**config.mk**
```make
export PLATFORM = sky130hd
export DESIGN_NAME = ws_deflate_extension_header_parser
export DESIGN_NICKNAME = d
export VERILOG_FILES = /design/src/sv/wsdef_pkg.sv /design/src/sv/wsdef_token_match.sv /design/src/sv/wsdef_parser.sv /design/src/sv/ws_deflate_extension_header_parser.sv
export SDC_FILE = /design/constraint.sdc
export NUM_CORES = 1
export LEC_CHECK = 0
export BUFFER_PORTS_ARGS = -buffer_cell sky130_fd_sc_hd__buf_2
export CAP_MARGIN = 40
export CELL_PAD_IN_SITES_DETAIL_PLACEMENT = 2
export CELL_PAD_IN_SITES_GLOBAL_PLACEMENT = 2
export CORE_ASPECT_RATIO = 1.25
export CORE_MARGIN = 2
export CORE_UTILIZATION = 43
export DETAILED_ROUTE_END_ITERATION = 6
export MAX_ROUTING_LAYER = met4
export PLACE_DENSITY = 0.89
export SYNTH_ARGS = -nofsm -noshare
export SYNTH_HDL_FRONTEND = slang
export SYNTH_HIERARCHICAL = 1
export SYNTH_SLANG_ARGS = --single-unit
```
**constraint.sdc**
```tcl
create_clock -name clk -period 13.48 [get_ports clk]
set_input_delay 3.37 -clock clk [delete_from_list [all_inputs] [get_ports clk]]
set_output_delay 3.37 -clock clk [all_outputs]
set_load 0.005 [all_outputs]
```
**src/sv/wsdef_pkg.sv**
```systemverilog
`timescale 1ns / 1ps

package wsdef_pkg;

	localparam logic [3:0] DEFAULT_WINDOW_BITS = 4'd15;
	localparam logic [7:0] MIN_BITS = 8'd8;
	localparam logic [7:0] MAX_BITS = 8'd15;

	localparam logic [7:0] CHAR_SPACE = 8'h20;
	localparam logic [7:0] CHAR_COMMA = 8'h2C;
	localparam logic [7:0] CHAR_SEMI = 8'h3B;
	localparam logic [7:0] CHAR_EQUALS = 8'h3D;
	localparam logic [7:0] CHAR_ZERO = 8'h30;
	localparam logic [7:0] CHAR_NINE = 8'h39;

	localparam int KW_COUNT = 5;
	localparam logic [2:0] KW_PMD = 3'd0;
	localparam logic [2:0] KW_SMWB = 3'd1;
	localparam logic [2:0] KW_CMWB = 3'd2;
	localparam logic [2:0] KW_SNCT = 3'd3;
	localparam logic [2:0] KW_CNCT = 3'd4;
	localparam logic [KW_COUNT-1:0] KW_ALL = '1;
	localparam logic [4:0] POS_MAX = 5'd31;

	localparam logic [17:0][7:0] PMD_TEXT = "permessage-deflate";
	localparam logic [21:0][7:0] SMWB_TEXT = {"server_max", "_window_bits"};
	localparam logic [21:0][7:0] CMWB_TEXT = {"client_max", "_window_bits"};
	localparam logic [25:0][7:0] SNCT_TEXT = {"server_no", "_context_takeover"};
	localparam logic [25:0][7:0] CNCT_TEXT = {"client_no", "_context_takeover"};

	localparam logic [1:0] STATUS_OK = 2'd0;
	localparam logic [1:0] STATUS_NOT_OFFERED = 2'd1;
	localparam logic [1:0] STATUS_INVALID = 2'd2;

	typedef struct packed {
		logic [4:0]          pos;
		logic [KW_COUNT-1:0] mask;
		logic                closed;
	} token_t;

	typedef struct packed {
		logic [1:0] status;
		logic [3:0] server_bits;
		logic [3:0] client_bits;
		logic       server_flag;
		logic       client_flag;
	} result_t;

	function automatic logic [4:0] kw_len(input logic [2:0] k);
		logic [4:0] len;
		len = 5'd0;
		unique case (k)
			KW_PMD: len = 5'd18;
			KW_SMWB, KW_CMWB: len = 5'd22;
			KW_SNCT, KW_CNCT: len = 5'd26;
			default: len = 5'd0;
		endcase
		return len;
	endfunction

	function automatic logic kw_hit(input logic [2:0] k, input logic [4:0] pos,
		input logic [7:0] c);
		logic [7:0] ch;
		logic       in_range;
		ch = 8'h00;
		in_range = pos < kw_len(k);
		unique case (k)
			KW_PMD: if (in_range) ch = PMD_TEXT[5'd17 - pos];
			KW_SMWB: if (in_range) ch = SMWB_TEXT[5'd21 - pos];
			KW_CMWB: if (in_range) ch = CMWB_TEXT[5'd21 - pos];
			KW_SNCT: if (in_range) ch = SNCT_TEXT[5'd25 - pos];
			KW_CNCT: if (in_range) ch = CNCT_TEXT[5'd25 - pos];
			default: ch = 8'h00;
		endcase
		return in_range && (ch == c);
	endfunction

	function automatic logic token_is(input token_t t, input logic [2:0] k);
		return t.mask[k] && (t.pos == kw_len(k));
	endfunction

endpackage

```
**src/sv/wsdef_token_match.sv**
```systemverilog
`timescale 1ns / 1ps

module wsdef_token_match (
	input  wsdef_pkg::token_t tok,
	input  logic [7:0]        header_byte,
	output wsdef_pkg::token_t tok_next
);

	always_comb begin
		tok_next = tok;
		if (header_byte == wsdef_pkg::CHAR_SPACE) begin
			if (tok.pos != 5'd0)
				tok_next.closed = 1'b1;
		end else if (tok.closed) begin
			tok_next.mask = '0;
		end else begin
			for (int k = 0; k < wsdef_pkg::KW_COUNT; k++) begin
				if (!wsdef_pkg::kw_hit(3'(k), tok.pos, header_byte))
					tok_next.mask[k] = 1'b0;
			end
			if (tok.pos < wsdef_pkg::POS_MAX)
				tok_next.pos = tok.pos + 5'd1;
		end
	end

endmodule

```
**src/sv/wsdef_parser.sv**
```systemverilog
`timescale 1ns / 1ps

module wsdef_parser #(
	parameter logic [3:0] DEFAULT_WINDOW_BITS = wsdef_pkg::DEFAULT_WINDOW_BITS
) (
	input  logic                clk,
	input  logic                arst_n,
	input  logic                step,
	input  logic [7:0]          header_byte,
	input  logic                last_byte,
	output wsdef_pkg::result_t  result
);

	typedef enum logic [2:0] {
		PH_EXT_NAME,
		PH_SKIP_EXT,
		PH_PARAM,
		PH_VALUE,
		PH_DONE
	} phase_t;

	typedef struct packed {
		phase_t             phase;
		wsdef_pkg::token_t  tok;
		logic               equals_seen;
		logic [7:0]         num_value;
		logic               num_digit;
		logic               num_closed;
		logic               num_bad;
		logic               found;
		logic               error;
		logic [3:0]         server_bits;
		logic [3:0]         client_bits;
		logic               server_flag;
		logic               client_flag;
	} state_t;

	localparam wsdef_pkg::token_t TOKEN_INIT = '{pos: 5'd0, mask: wsdef_pkg::KW_ALL,
		closed: 1'b0};

	localparam state_t STATE_INIT = '{
		phase: PH_EXT_NAME,
		tok: TOKEN_INIT,
		equals_seen: 1'b0,
		num_value: 8'd0,
		num_digit: 1'b0,
		num_closed: 1'b0,
		num_bad: 1'b0,
		found: 1'b0,
		error: 1'b0,
		server_bits: DEFAULT_WINDOW_BITS,
		client_bits: DEFAULT_WINDOW_BITS,
		server_flag: 1'b0,
		client_flag: 1'b0
	};

	state_t            state_q;
	state_t            state_next;
	wsdef_pkg::token_t tok_fed;

	function automatic state_t close_param(input state_t s);
		state_t r;
		logic   ok;
		r = s;
		ok = s.num_digit && !s.num_bad && (s.num_value >= wsdef_pkg::MIN_BITS) &&
			(s.num_value <= wsdef_pkg::MAX_BITS);
		if (s.phase == PH_VALUE && !ok) begin
			r.found = 1'b1;
			r.error = 1'b1;
			r.phase = PH_DONE;
		end else begin
			if (s.phase == PH_PARAM && !s.equals_seen) begin
				if (wsdef_pkg::token_is(s.tok, wsdef_pkg::KW_SNCT))
					r.server_flag = 1'b1;
				if (wsdef_pkg::token_is(s.tok, wsdef_pkg::KW_CNCT))
					r.client_flag = 1'b1;
			end else if (s.phase == PH_VALUE) begin
				if (s.tok.mask[wsdef_pkg::KW_SMWB])
					r.server_bits = s.num_value[3:0];
				else
					r.client_bits = s.num_value[3:0];
			end
			r.tok = TOKEN_INIT;
			r.equals_seen = 1'b0;
			r.num_value = 8'd0;
			r.num_digit = 1'b0;
			r.num_closed = 1'b0;
			r.num_bad = 1'b0;
			r.phase = PH_PARAM;
		end
		return r;
	endfunction

	function automatic state_t close_ext(input state_t s);
		state_t r;
		r = s;
		unique case (s.phase)
			PH_EXT_NAME: begin
				if (wsdef_pkg::token_is(s.tok, wsdef_pkg::KW_PMD)) begin
					r.found = 1'b1;
					r.phase = PH_DONE;
				end else begin
					r.tok = TOKEN_INIT;
				end
			end
			PH_SKIP_EXT: begin
				r.tok = TOKEN_INIT;
				r.phase = PH_EXT_NAME;
			end
			PH_PARAM, PH_VALUE: begin
				r = close_param(s);
				if (r.phase != PH_DONE) begin
					r.found = 1'b1;
					r.phase = PH_DONE;
				end
			end
			default: r = s;
		endcase
		return r;
	endfunction

	wsdef_token_match u_match (
		.tok         (state_q.tok),
		.header_byte (header_byte),
		.tok_next    (tok_fed)
	);

	always_comb begin
		state_t     s;
		state_t     fin;
		logic [11:0] acc;
		s = state_q;
		fin = state_q;
		acc = 12'({4'd0, state_q.num_value} * 12'd10) + {8'd0, header_byte[3:0]};
		if (header_byte == wsdef_pkg::CHAR_COMMA) begin
			s = close_ext(state_q);
		end else if (header_byte == wsdef_pkg::CHAR_SEMI) begin
			if (state_q.phase == PH_EXT_NAME) begin
				if (wsdef_pkg::token_is(state_q.tok, wsdef_pkg::KW_PMD)) begin
					s.tok = TOKEN_INIT;
					s.phase = PH_PARAM;
				end else begin
					s.phase = PH_SKIP_EXT;
				end
			end else if (state_q.phase == PH_PARAM || state_q.phase == PH_VALUE) begin
				s = close_param(state_q);
			end
		end else if (state_q.phase == PH_EXT_NAME) begin
			s.tok = tok_fed;
		end else if (state_q.phase == PH_PARAM) begin
			if (!state_q.equals_seen) begin
				if (header_byte == wsdef_pkg::CHAR_EQUALS) begin
					if (wsdef_pkg::token_is(state_q.tok, wsdef_pkg::KW_SMWB)) begin
						s.tok.mask = wsdef_pkg::KW_COUNT'(1) << wsdef_pkg::KW_SMWB;
						s.phase = PH_VALUE;
					end else if (wsdef_pkg::token_is(state_q.tok, wsdef_pkg::KW_CMWB)) begin
						s.tok.mask = wsdef_pkg::KW_COUNT'(1) << wsdef_pkg::KW_CMWB;
						s.phase = PH_VALUE;
					end else begin
						s.equals_seen = 1'b1;
					end
				end else begin
					s.tok = tok_fed;
				end
			end
		end else if (state_q.phase == PH_VALUE) begin
			if (header_byte == wsdef_pkg::CHAR_SPACE) begin
				if (state_q.num_digit)
					s.num_closed = 1'b1;
			end else if (header_byte >= wsdef_pkg::CHAR_ZERO &&
				header_byte <= wsdef_pkg::CHAR_NINE) begin
				if (state_q.num_closed || acc > 12'd255)
					s.num_bad = 1'b1;
				s.num_value = acc[7:0];
				s.num_digit = 1'b1;
			end else begin
				s.num_bad = 1'b1;
			end
		end

		fin = close_ext(s);
		result.server_bits = DEFAULT_WINDOW_BITS;
		result.client_bits = DEFAULT_WINDOW_BITS;
		result.server_flag = 1'b0;
		result.client_flag = 1'b0;
		if (fin.phase != PH_DONE) begin
			result.status = wsdef_pkg::STATUS_NOT_OFFERED;
		end else if (fin.error) begin
			result.status = wsdef_pkg::STATUS_INVALID;
		end else begin
			result.status = wsdef_pkg::STATUS_OK;
			result.server_bits = fin.server_bits;
			result.client_bits = fin.client_bits;
			result.server_flag = fin.server_flag;
			result.client_flag = fin.client_flag;
		end

		state_next = last_byte ? STATE_INIT : s;
	end

	always_ff @(posedge clk or negedge arst_n) begin
		if (!arst_n) begin
			state_q <= STATE_INIT;
		end else if (step) begin
			state_q <= state_next;
		end
	end

endmodule

```
**src/sv/ws_deflate_extension_header_parser.sv**
```systemverilog
`timescale 1ns / 1ps

// Extensions header parser for the permessage-deflate offer.
// Header channel: one character per transfer on header_byte, last_byte marks
// the final character; header_valid / header_stall handshake.
// Result channel: one transfer per header on result_valid / result_stall,
// carrying status, both window-bits values and both no-takeover flags.
// Latency: a character enters the input register when it is transferred; the
// parse step runs from that register into the state and result registers, so
// the result of a header is registered from the held last character, and
// result_valid rises once it reaches the result register.
// Throughput: one character per cycle while header_stall is low; the parse
// step: keyword compare, a small decimal accumulate and segment-close logic.
// A stalled result holds; one more result waits in a spare register, and only
// when both are full does a last character wait in the input register with
// header_stall high. Other characters keep moving while results wait.
// Reset clears the handshake state and returns the parser to the start of a
// header; after each result the parser restarts for the next header.

module ws_deflate_extension_header_parser #(
	parameter logic [3:0] DEFAULT_WINDOW_BITS = wsdef_pkg::DEFAULT_WINDOW_BITS
) (
	input  logic       clk,
	input  logic       arst_n,
	input  logic       header_valid,
	output logic       header_stall,
	input  logic [7:0] header_byte,
	input  logic       last_byte,
	output logic       result_valid,
	input  logic       result_stall,
	output logic [1:0] status,
	output logic [3:0] server_window_bits,
	output logic [3:0] client_window_bits,
	output logic       server_no_takeover,
	output logic       client_no_takeover
);

	logic               valid_s1;
	logic [7:0]         byte_s1;
	logic               last_s1;
	logic               move_s1;
	logic               accept;
	logic               load_result;
	wsdef_pkg::result_t result_comb;
	wsdef_pkg::result_t result_q;
	logic               result_valid_q;
	wsdef_pkg::result_t spare_q;
	logic               spare_valid_q;

	assign move_s1 = valid_s1 && (!last_s1 || !spare_valid_q);
	assign header_stall = valid_s1 && !move_s1;
	assign accept = header_valid && !header_stall;
	assign load_result = move_s1 && last_s1;

	always_ff @(posedge clk or negedge arst_n) begin
		if (!arst_n) begin
			valid_s1 <= 1'b0;
		end else if (accept) begin
			valid_s1 <= 1'b1;
		end else if (move_s1) begin
			valid_s1 <= 1'b0;
		end
	end

	always_ff @(posedge clk) begin
		if (accept) begin
			byte_s1 <= header_byte;
			last_s1 <= last_byte;
		end
	end

	wsdef_parser #(
		.DEFAULT_WINDOW_BITS (DEFAULT_WINDOW_BITS)
	) u_parser (
		.clk         (clk),
		.arst_n      (arst_n),
		.step        (move_s1),
		.header_byte (byte_s1),
		.last_byte   (last_s1),
		.result      (result_comb)
	);

	always_ff @(posedge clk or negedge arst_n) begin
		if (!arst_n) begin
			result_valid_q <= 1'b0;
			spare_valid_q <= 1'b0;
		end else if (result_valid_q && result_stall) begin
			if (load_result)
				spare_valid_q <= 1'b1;
		end else begin
			result_valid_q <= spare_valid_q || load_result;
			spare_valid_q <= 1'b0;
		end
	end

	always_ff @(posedge clk) begin
		if (result_valid_q && result_stall) begin
			if (load_result)
				spare_q <= result_comb;
		end else if (spare_valid_q) begin
			result_q <= spare_q;
		end else if (load_result) begin
			result_q <= result_comb;
		end
	end

	assign result_valid = result_valid_q;
	assign status = result_q.status;
	assign server_window_bits = result_q.server_bits;
	assign client_window_bits = result_q.client_bits;
	assign server_no_takeover = result_q.server_flag;
	assign client_no_takeover = result_q.client_flag;

`ifndef SYNTHESIS
	a_stall_needs_held_item: assert property (@(posedge clk) disable iff (!arst_n)
		header_stall |-> valid_s1 && last_s1)
		else $error("header stalled without a held last character");

	a_result_from_last: assert property (@(posedge clk) disable iff (!arst_n)
		$rose(result_valid) |-> $past(valid_s1 && last_s1))
		else $error("result raised without a last character");

	a_ok_bits_in_range: assert property (@(posedge clk) disable iff (!arst_n)
		result_valid && status == wsdef_pkg::STATUS_OK |->
		server_window_bits >= 4'd8 && client_window_bits >= 4'd8)
		else $error("accepted header with window bits below range");

	a_fail_defaults: assert property (@(posedge clk) disable iff (!arst_n)
		result_valid && status != wsdef_pkg::STATUS_OK |->
		server_window_bits == DEFAULT_WINDOW_BITS &&
		client_window_bits == DEFAULT_WINDOW_BITS &&
		!server_no_takeover && !client_no_takeover)
		else $error("failed header carries non-default settings");
`endif

endmodule

```
==> out/summary.json, run 1 <==
{
  "critical_path": {
    "timing.reg2reg.setup_slack_ns": 8.38,
    "worst-endpoint-arrival_ns": 1.74,
    "timing.setup.critical_path_class": "flip-flop to primary output",
    "worstReg2RegEnd": "server_window_bits[3]",
    "worstRegToRegCells": 18,
    "crit-reg2reg-launch": "u_parser/state_q[32]",
    "path_max_fanout": 16,
    "startpoint_types": "flip-flop",
    "setup.worst_path.end_class": "primary output",
    "critPathRequiredTime_ns": 10.11
  },
  "timing": {
    "worst_hold_slack_ns": 0.516,
    "period_needed_ns": 5.11,
    "timing.fmax_ghz": 0.196,
    "min_period_over_period_pct": 37.9,
    "slew-limit-headroom_pct": 37.4,
    "rsz0062_at_grt": "false",
    "slew_violations": 0,
    "final.setup.worst_slack_ns": 8.37,
    "worst-slew-pin-transition_ns": 0.934,
    "final_setup_violations": 0,
    "setup-tns-final_ns": 0,
    "final-hold-violation-count": 0,
    "worst_clock_skew_ns": 0.00778
  },
  "yosys": {
    "netlist_instances": 754,
    "mean_instance_size_in_the_synthesized_netlist_um2": 8.87,
    "post_synthesis_register_bit_count": 73,
    "ys_types": 106,
    "synth_top_flop_cell": "edfxtp_1",
    "synth_warnings": 6,
    "yosysTopAreaCellShare_pct": 14.8,
    "synth_largest_area_cell": "edfxtp_1",
    "post_synth_main_area_contributors": "edfxtp_1, dfrtp_1, dfstp_2, ha_1, a21oi_1",
    "synth.net_count": 796,
    "seq_area_frac_synth_pct": 30.0,
    "synth_area_um2": 6690,
    "synthArstFlopShare_pct": 54.8,
    "number_of_enable_flip_flop_cells_after_synthesis": 33
  },
  "final_layout": {
    "multi_input_comb_area_um2": 4290,
    "n_antenna_cell": 0,
    "mostFrequentLayoutCell": "nand2_1",
    "nFillCells": 1647,
    "final_nets": 801,
    "area_growth_pct": 8.52,
    "post_route_cells_drive_above_1_share_pct": 16.6,
    "mostFrequentLayoutCells": "nand2_1, nor2_1, a21oi_1, edfxtp_1, o21ai_0",
    "seq_area_um2": 2010
  },
  "power": {
    "clock_power_share_pct": 36.0,
    "relative_contribution_of_sequential_cells_to_total_power_pct": 32.7,
    "p_leak_nw": 2.64,
    "sw_ratio_pct": 35.2,
    "combinationalPowerShare_pct": 31.3,
    "total_power_mw": 0.779,
    "switching_power_mw": 0.274,
    "peakVddDrop_mv": 0.0756,
    "power_density_nw_per_um2": 107,
    "cell_internal_pwr_mw": 0.505
  },
  "floorplan": {
    "die_area_um2": 16600,
    "core_area_um2": 15100,
    "floorplan.initialDensity_pct": 44.3,
    "chipHeight_um": 143,
    "floorplan.io_pins": 27,
    "die_x_um": 116,
    "placement_rows": 50
  },
  "placed_design": {
    "gp_congestion": 0.909,
    "placement.io_buffers": 26,
    "post_placement_worst_setup_slack_ns": 8.54,
    "hpwl_um": 18400
  },
  "detailed_routing": {
    "ant_nets": 0,
    "detailedRoute.firstIterationViolations": 453,
    "detailroute.via_count": 6263,
    "routedWlPerCell_um": 26.0,
    "drc_errors": 0,
    "drt_pass1_iterations": 5,
    "routed_via_density": 6.44,
    "drt_wl_total_um": 25200
  },
  "cts": {
    "clock_tree.root_cell": "clkbuf_16",
    "cts-resized-gates": 0,
    "cts_tree": "built",
    "cts.repair_timing.setup_buffer_count": 0,
    "clkSinkCount": 73,
    "clk_transition_reported_paths_ns": 0.06,
    "clockBufferDepth": 2,
    "hold_buffers": 0,
    "htree_num_levels": 3,
    "cts_buffers": 9,
    "clkLatencyLatePin_ns": 0.34
  },
  "grt": {
    "grt.overflow.total": 0,
    "grt_max_degree": 35,
    "grt_pass1_wl_um": 40400,
    "grt_pass1_vias": 7097,
    "track_usage_pct": 32.8,
    "number_of_antenna_violations_at_the_first_check_in_global_routing": 0
  },
  "worst_hold_path": {
    "min_from": "u_parser/state_q[7]",
    "holdPathEnd": "u_parser/state_q[7]",
    "min_path_cells": 1,
    "worstHoldPathType": "flip-flop to flip-flop"
  },
  "outcome": {
    "outcome": "completed"
  },
  "flow_run": {
    "timing.max_cap.violations": 0
  }
}
==> cell usage after synthesis, drive strengths merged, types with 16 or more instances <==
cell	n
inv	28
nand3	25
a21oi	60
nor3	27
o211ai	18
dfrtp	27
nand2	65
o21ai	40
nor2	65
clkbuf	16
xor2	18
xnor2	16
ha	27
buf	29
edfxtp	33
mux2	25
==> power groups by stage <==
stage | Clock [mW] | Combinational, mW | Sequential, mW
floorplan | 0 | 0.177 | 0.256
global placement | 0 | 0.223 | 0.258
detailed placement | 0 | 0.240 | 0.259
CTS | 0.284 | 0.242 | 0.255
global route | 0.292 | 0.264 | 0.256
finish | 0.281 | 0.244 | 0.255
==> per-layer routing <==
| metal | track usage, % | up-vias | routed length, um |
|---|---|---|---|
| met5 | - | - | 0 |
| met4 | 15.9 | 0 | 1220 |
| met3 | 3.37 | 79 | 622 |
| met2 | 60.0 | 166 | 13900 |
| met1 | 35.0 | 3178 | 9530 |
| li1 | - | 2840 | - |
==> sequential cells by signal, indices dropped and copies added, names as in the netlist, 2 cells and up <==
signal,count
byte_s1,8
client_window_bits,4
server_window_bits,4
status,2
u_parser/state_q,37
spare_q,12
==> area by class of cell <==
type / count / area share, %
clock buffer: 9 / 3.10
clock inverter: 7 / 1.60
inverter: 29 / 1.50
multi-input combinational: 607 / 59.1
sequential: 73 / 27.7
tap: 208 / 3.59
timing repair buffer: 39 / 3.41
==> cells by family after synthesis <==
| group | count (synthesis) | share of synthesized area [%] |
|---|---|---|
| compound gates | 231 | 24.1 |
| flops | 73 | 30.0 |
| mux | 37 | 6.46 |
| fa+ha+maj | 29 | 5.65 |
| buf+inv | 74 | 5.88 |
| xor+xnor | 34 | 5.58 |
| simple gates | 276 | 22.3 |
==> through the flow <==
step,instance area [um2],utilization (%),instances
after global placement,6860,45.5,952
final,7250,48.1,972
after floorplan,6690,-,754
after detailed placement,6910,45.9,956
after CTS,7250,48.1,972
after global routing,7250,48.1,972
==> worst max-delay path, stage by stage, from the launching register on <==
cell     delay (ns)
dfrtp_1        0.88
nand3_1        0.26
inv_1          0.12
buf_2          0.13
==> how the worst max path moves through the flow <==
stage,to,slack (ns),from
global route,server_window_bits[3],8.12,u_parser/state_q[32]
detailed placement,server_window_bits[3],8.54,u_parser/state_q[32]
floorplan,spare_q[0],8.78,result_stall
finish,header_stall,8.37,spare_valid_q
global placement,server_window_bits[2],8.76,result_stall
CTS,header_stall,8.37,spare_valid_q
No activity file was read; power rests on OpenSTA's default activity.
==> inputs of run 2 (changes only) <==
--- a/config.mk
+++ b/config.mk
@@ -11,10 +11,10 @@
 export CELL_PAD_IN_SITES_GLOBAL_PLACEMENT = 2
 export CORE_ASPECT_RATIO = 1.25
 export CORE_MARGIN = 2
-export CORE_UTILIZATION = 43
+export CORE_UTILIZATION = 40
 export DETAILED_ROUTE_END_ITERATION = 6
 export MAX_ROUTING_LAYER = met4
-export PLACE_DENSITY = 0.89
+export PLACE_DENSITY = 0.83
 export SYNTH_ARGS = -nofsm -noshare
 export SYNTH_HDL_FRONTEND = slang
 export SYNTH_HIERARCHICAL = 1
==> constraint.sdc (replaced) <==
create_clock -name clk -period 5 [get_ports clk]
set_input_delay 1.25 -clock clk [delete_from_list [all_inputs] [get_ports clk]]
set_output_delay 1.25 -clock clk [all_outputs]
set_load 0.005 [all_outputs]
==> run 2 against run 1 <==
Die area increased by 7.3%. Cell count up 2.3%. Cell area increased by 2.1%. Clock power increased to 2.7 times the previous value. Setup slack got worse by 8.2 ns. Critical path type is now flip-flop to flip-flop. Largest cell class unchanged. Highest routed layer unchanged.
==> out/summary.json, run 2 (same netlist as run 1, synthesis figures left out) <==
{
  "timing": {
    "final_setup_violations": {"value": 0, "change": "unchanged"},
    "final.setup.worst_slack": {"value": 0.172, "unit": "ns", "change": "was 8.37 ns"},
    "worst_clock_skew": {"value": 0.00983, "unit": "ns", "change": "was 0.00778 ns"},
    "period_needed_ns": 4.83,
    "setup-tns-final": {"value": 0, "unit": "ns", "change": "unchanged"},
    "final-hold-violation-count": {"value": 0, "change": "unchanged"},
    "slew_violations": {"value": 0, "change": "unchanged"},
    "slew-limit-headroom": {"value": 37.0, "unit": "%", "change": "was 37.4%"},
    "worst-slew-pin-transition": {"value": 0.940, "unit": "ns", "change": "was 0.934 ns"},
    "timing.fmax_ghz": 0.207,
    "min_period_over_period_pct": 96.6
  },
  "grt": {
    "grt_max_degree": {"value": 31, "change": "was 35"},
    "grt_pass1_vias": {"value": 7113, "change": "was 7097"},
    "globalRoute.busiestLayer": {"value": "met2", "change": "unchanged"},
    "grt_pass1_wl": {"value": 41000, "unit": "um", "change": "was 40400 um"},
    "grt.overflow.total": {"value": 0, "change": "unchanged"},
    "grtUsageMet1": {"value": 31.9, "unit": "%", "change": "was 35.0%"},
    "grt_util_met3": {"value": 3.18, "unit": "%", "change": "was 3.37%"},
    "number_of_antenna_violations_at_the_first_check_in_global_routing": {"value": 0, "change": "unchanged"},
    "global_route.usage.met2": {"value": 56.9, "unit": "%", "change": "was 60.0%"},
    "track_usage": {"value": 30.9, "unit": "%", "change": "was 32.8%"}
  },
  "final_layout": {
    "area_growth": {"value": 10.8, "unit": "%", "change": "was 8.52%"},
    "final_nets": {"value": 815, "change": "was 801"},
    "post_route_cells_drive_above_1_share": {"value": 18.1, "unit": "%", "change": "was 16.6%"},
    "mostFrequentLayoutCell": {"value": "nand2_1", "change": "unchanged"},
    "registers.top_by_ff_count": {"value": "u_parser/state_q", "change": "unchanged"},
    "largest_register_ff_count": {"value": 37, "change": "unchanged"},
    "mostFrequentLayoutCells": {"value": "nand2_1, nor2_1, a21oi_1, edfxtp_1, o21ai_0", "change": "unchanged"},
    "n_antenna_cell": {"value": 0, "change": "unchanged"},
    "finished_core_util": {"value": 45.5, "unit": "%", "change": "was 48.1%"},
    "largest_registers": {"value": "u_parser/state_q: 37 flops, spare_q: 12 flops, byte_s1: 8 flops", "change": "unchanged"}
  },
  "floorplan": {
    "die_x": {"value": 120, "unit": "um", "change": "was 116 um"},
    "placement_rows": {"value": 52, "change": "was 50"},
    "chipHeight": {"value": 149, "unit": "um", "change": "was 143 um"},
    "floorplan.initialDensity": {"value": 41.1, "unit": "%", "change": "was 44.3%"},
    "core_area": {"value": 16300, "unit": "um2", "change": "was 15100 um2"},
    "die_area": {"value": 17800, "unit": "um2", "change": "was 16600 um2"},
    "floorplan.io_pins": {"value": 27, "change": "unchanged"}
  },
  "cts": {
    "cts_tree": {"value": "built", "change": "unchanged"},
    "clkLatencyLatePin": {"value": 0.35, "unit": "ns", "change": "was 0.34 ns"},
    "clock_tree.root_cell": {"value": "clkbuf_16", "change": "unchanged"},
    "clockBufferDepth": {"value": 2, "change": "unchanged"},
    "htree_num_levels": {"value": 3, "change": "unchanged"},
    "hold_buffers": {"value": 0, "change": "unchanged"},
    "clkSinkCount": {"value": 73, "change": "unchanged"},
    "clk_transition_reported_paths": {"value": 0.07, "unit": "ns", "change": "was 0.06 ns"},
    "cts_buffers": {"value": 9, "change": "unchanged"}
  },
  "detailed_routing": {
    "routedWlPerCell": {"value": 26.5, "unit": "um", "change": "was 26.0 um"},
    "detailroute.via_count": {"value": 6463, "change": "was 6263"},
    "ant_nets": {"value": 0, "change": "unchanged"},
    "drt_pass1_iterations": {"value": 5, "change": "unchanged"},
    "detailedRoute.firstIterationViolations": {"value": 365, "change": "was 453"},
    "routed_via_density": {"value": 6.50, "change": "was 6.44"},
    "drt_wl_total": {"value": 26400, "unit": "um", "change": "was 25200 um"},
    "drc_errors": {"value": 0, "change": "unchanged"}
  },
  "critical_path": {
    "path_max_fanout": {"value": 10, "change": "was 16"},
    "timing.critical_path.mode_cell": "ha_1",
    "worst-endpoint-arrival": {"value": 4.93, "unit": "ns", "change": "was 1.74 ns"},
    "startpoint_types": {"value": "flip-flop", "change": "unchanged"},
    "timing.setup.critical_path_class": {"value": "flip-flop to flip-flop", "change": "was flip-flop to primary output"},
    "critPathRequiredTime": {"value": 5.10, "unit": "ns", "change": "was 10.11 ns"},
    "worstRegToRegCells": {"value": 14, "change": "was 18"},
    "setup.worst_path.end_class": {"value": "flip-flop", "change": "was primary output"},
    "critPathSlowestCell": {"value": "fa_1", "change": "was dfrtp_1"},
    "worst_path_largest_cell_delay": {"value": 0.57, "unit": "ns", "change": "was 0.88 ns"},
    "critical_path.cell_chain": {"value": "ha_1 -> ha_1 -> fa_1 -> o211ai_1 -> or3_1 -> or4b_1 -> a21oi_1 -> o31ai_1 -> a211oi_2 -> o21ai_1 -> nor3_4 -> buf_12 -> nand4b_1 -> mux2_2", "change": "was nand3_1 -> inv_1 -> buf_2"}
  },
  "outcome": {
    "outcome": {"value": "completed", "change": "unchanged"}
  },
  "placed_design": {
    "gp_congestion": {"value": 0.888, "change": "was 0.909"},
    "hpwl": {"value": 19500, "unit": "um", "change": "was 18400 um"},
    "placement.io_buffers": {"value": 26, "change": "unchanged"},
    "post_placement_worst_setup_slack": {"value": 0.293, "unit": "ns", "change": "was 8.54 ns"}
  },
  "power": {
    "total_power": {"value": 2.13, "unit": "mW", "change": "was 0.779 mW"},
    "power_density": {"value": 287, "unit": "nW/um2", "change": "was 107 nW/um2"},
    "peakVddDrop": {"value": 0.290, "unit": "mV", "change": "was 0.0756 mV"},
    "p_leak": {"value": 2.71, "unit": "nW", "change": "was 2.64 nW"}
  },
  "flow_run": {
    "timing.max_cap.violations": {"value": 0, "change": "unchanged"}
  },
  "worst_hold_path": {
    "worstHoldPathType": {"value": "flip-flop to flip-flop", "change": "unchanged"},
    "min_path_cells": {"value": 1, "change": "unchanged"}
  }
}
-- run 2: repair_timing --
item / 4_1_cts / 5_1_grt
setup endpoints to repair: 0 / 6
resized for setup: 0 / 0
buffers inserted: 0 / 2
-- run 2: final cells by class --
class / count / area, um2
Fill cell: 1778 / 8860
Multi-Input combinational cell: 607 / 4290
Sequential cell: 73 / 2010
Timing Repair Buffer: 53 / 389
Tap cell: 216 / 270
Clock buffer: 10 / 229
Clock inverter: 6 / 115
Inverter: 29 / 109
-- run 2: power breakdown --
group	total (mW)	internal [mW]	leakage [nW]	switching, mW
Combinational	0.679	0.234	1.79	0.444
Clock	0.769	0.491	0.163	0.278
Sequential	0.682	0.651	0.763	0.0313
-- run 2: worst paths after layout --
kind | startpoint | end | slack (ns)
worst min-delay path | u_parser/state_q[8] | u_parser/state_q[8] | 0.52
max in group asynchronous | arst_n | u_parser/state_q[27] | 3.53
worst min register to register | u_parser/state_q[8] | u_parser/state_q[8] | 0.52
worst max register to register | u_parser/state_q[16] | server_window_bits[3] | 0.17
min in group asynchronous | arst_n | valid_s1 | 0.88
worst max-delay path | u_parser/state_q[16] | server_window_bits[3] | 0.17
-- run 2: stage by stage --
step	instances	hold WS, ns	instance area [um2]
finish	994	0.516	7410
global route	994	0.544	7410
CTS	992	0.520	7380
detailed placement	976	0.511	7040
global placement	972	0.491	6960
floorplan	754	0.457	6690
-- run 2: metal layers --
metal	vias to the layer above	routed length, um
met1	3328	9900
met4	0	1490
met5	-	0
met3	90	689
li1	2873	-
met2	172	14300
-- run 2: critical path: cells and delay by family (launching register included) --
kind / cells / cell delay [ns]
AOI/OAI and AO/OA: 5 / 1.19
adders and majority gates: 3 / 1.15
buffers and inverters: 1 / 0.15
DFF: 1 / 0.46
muxes: 1 / 0.31
and+or+nand+nor: 4 / 1.31
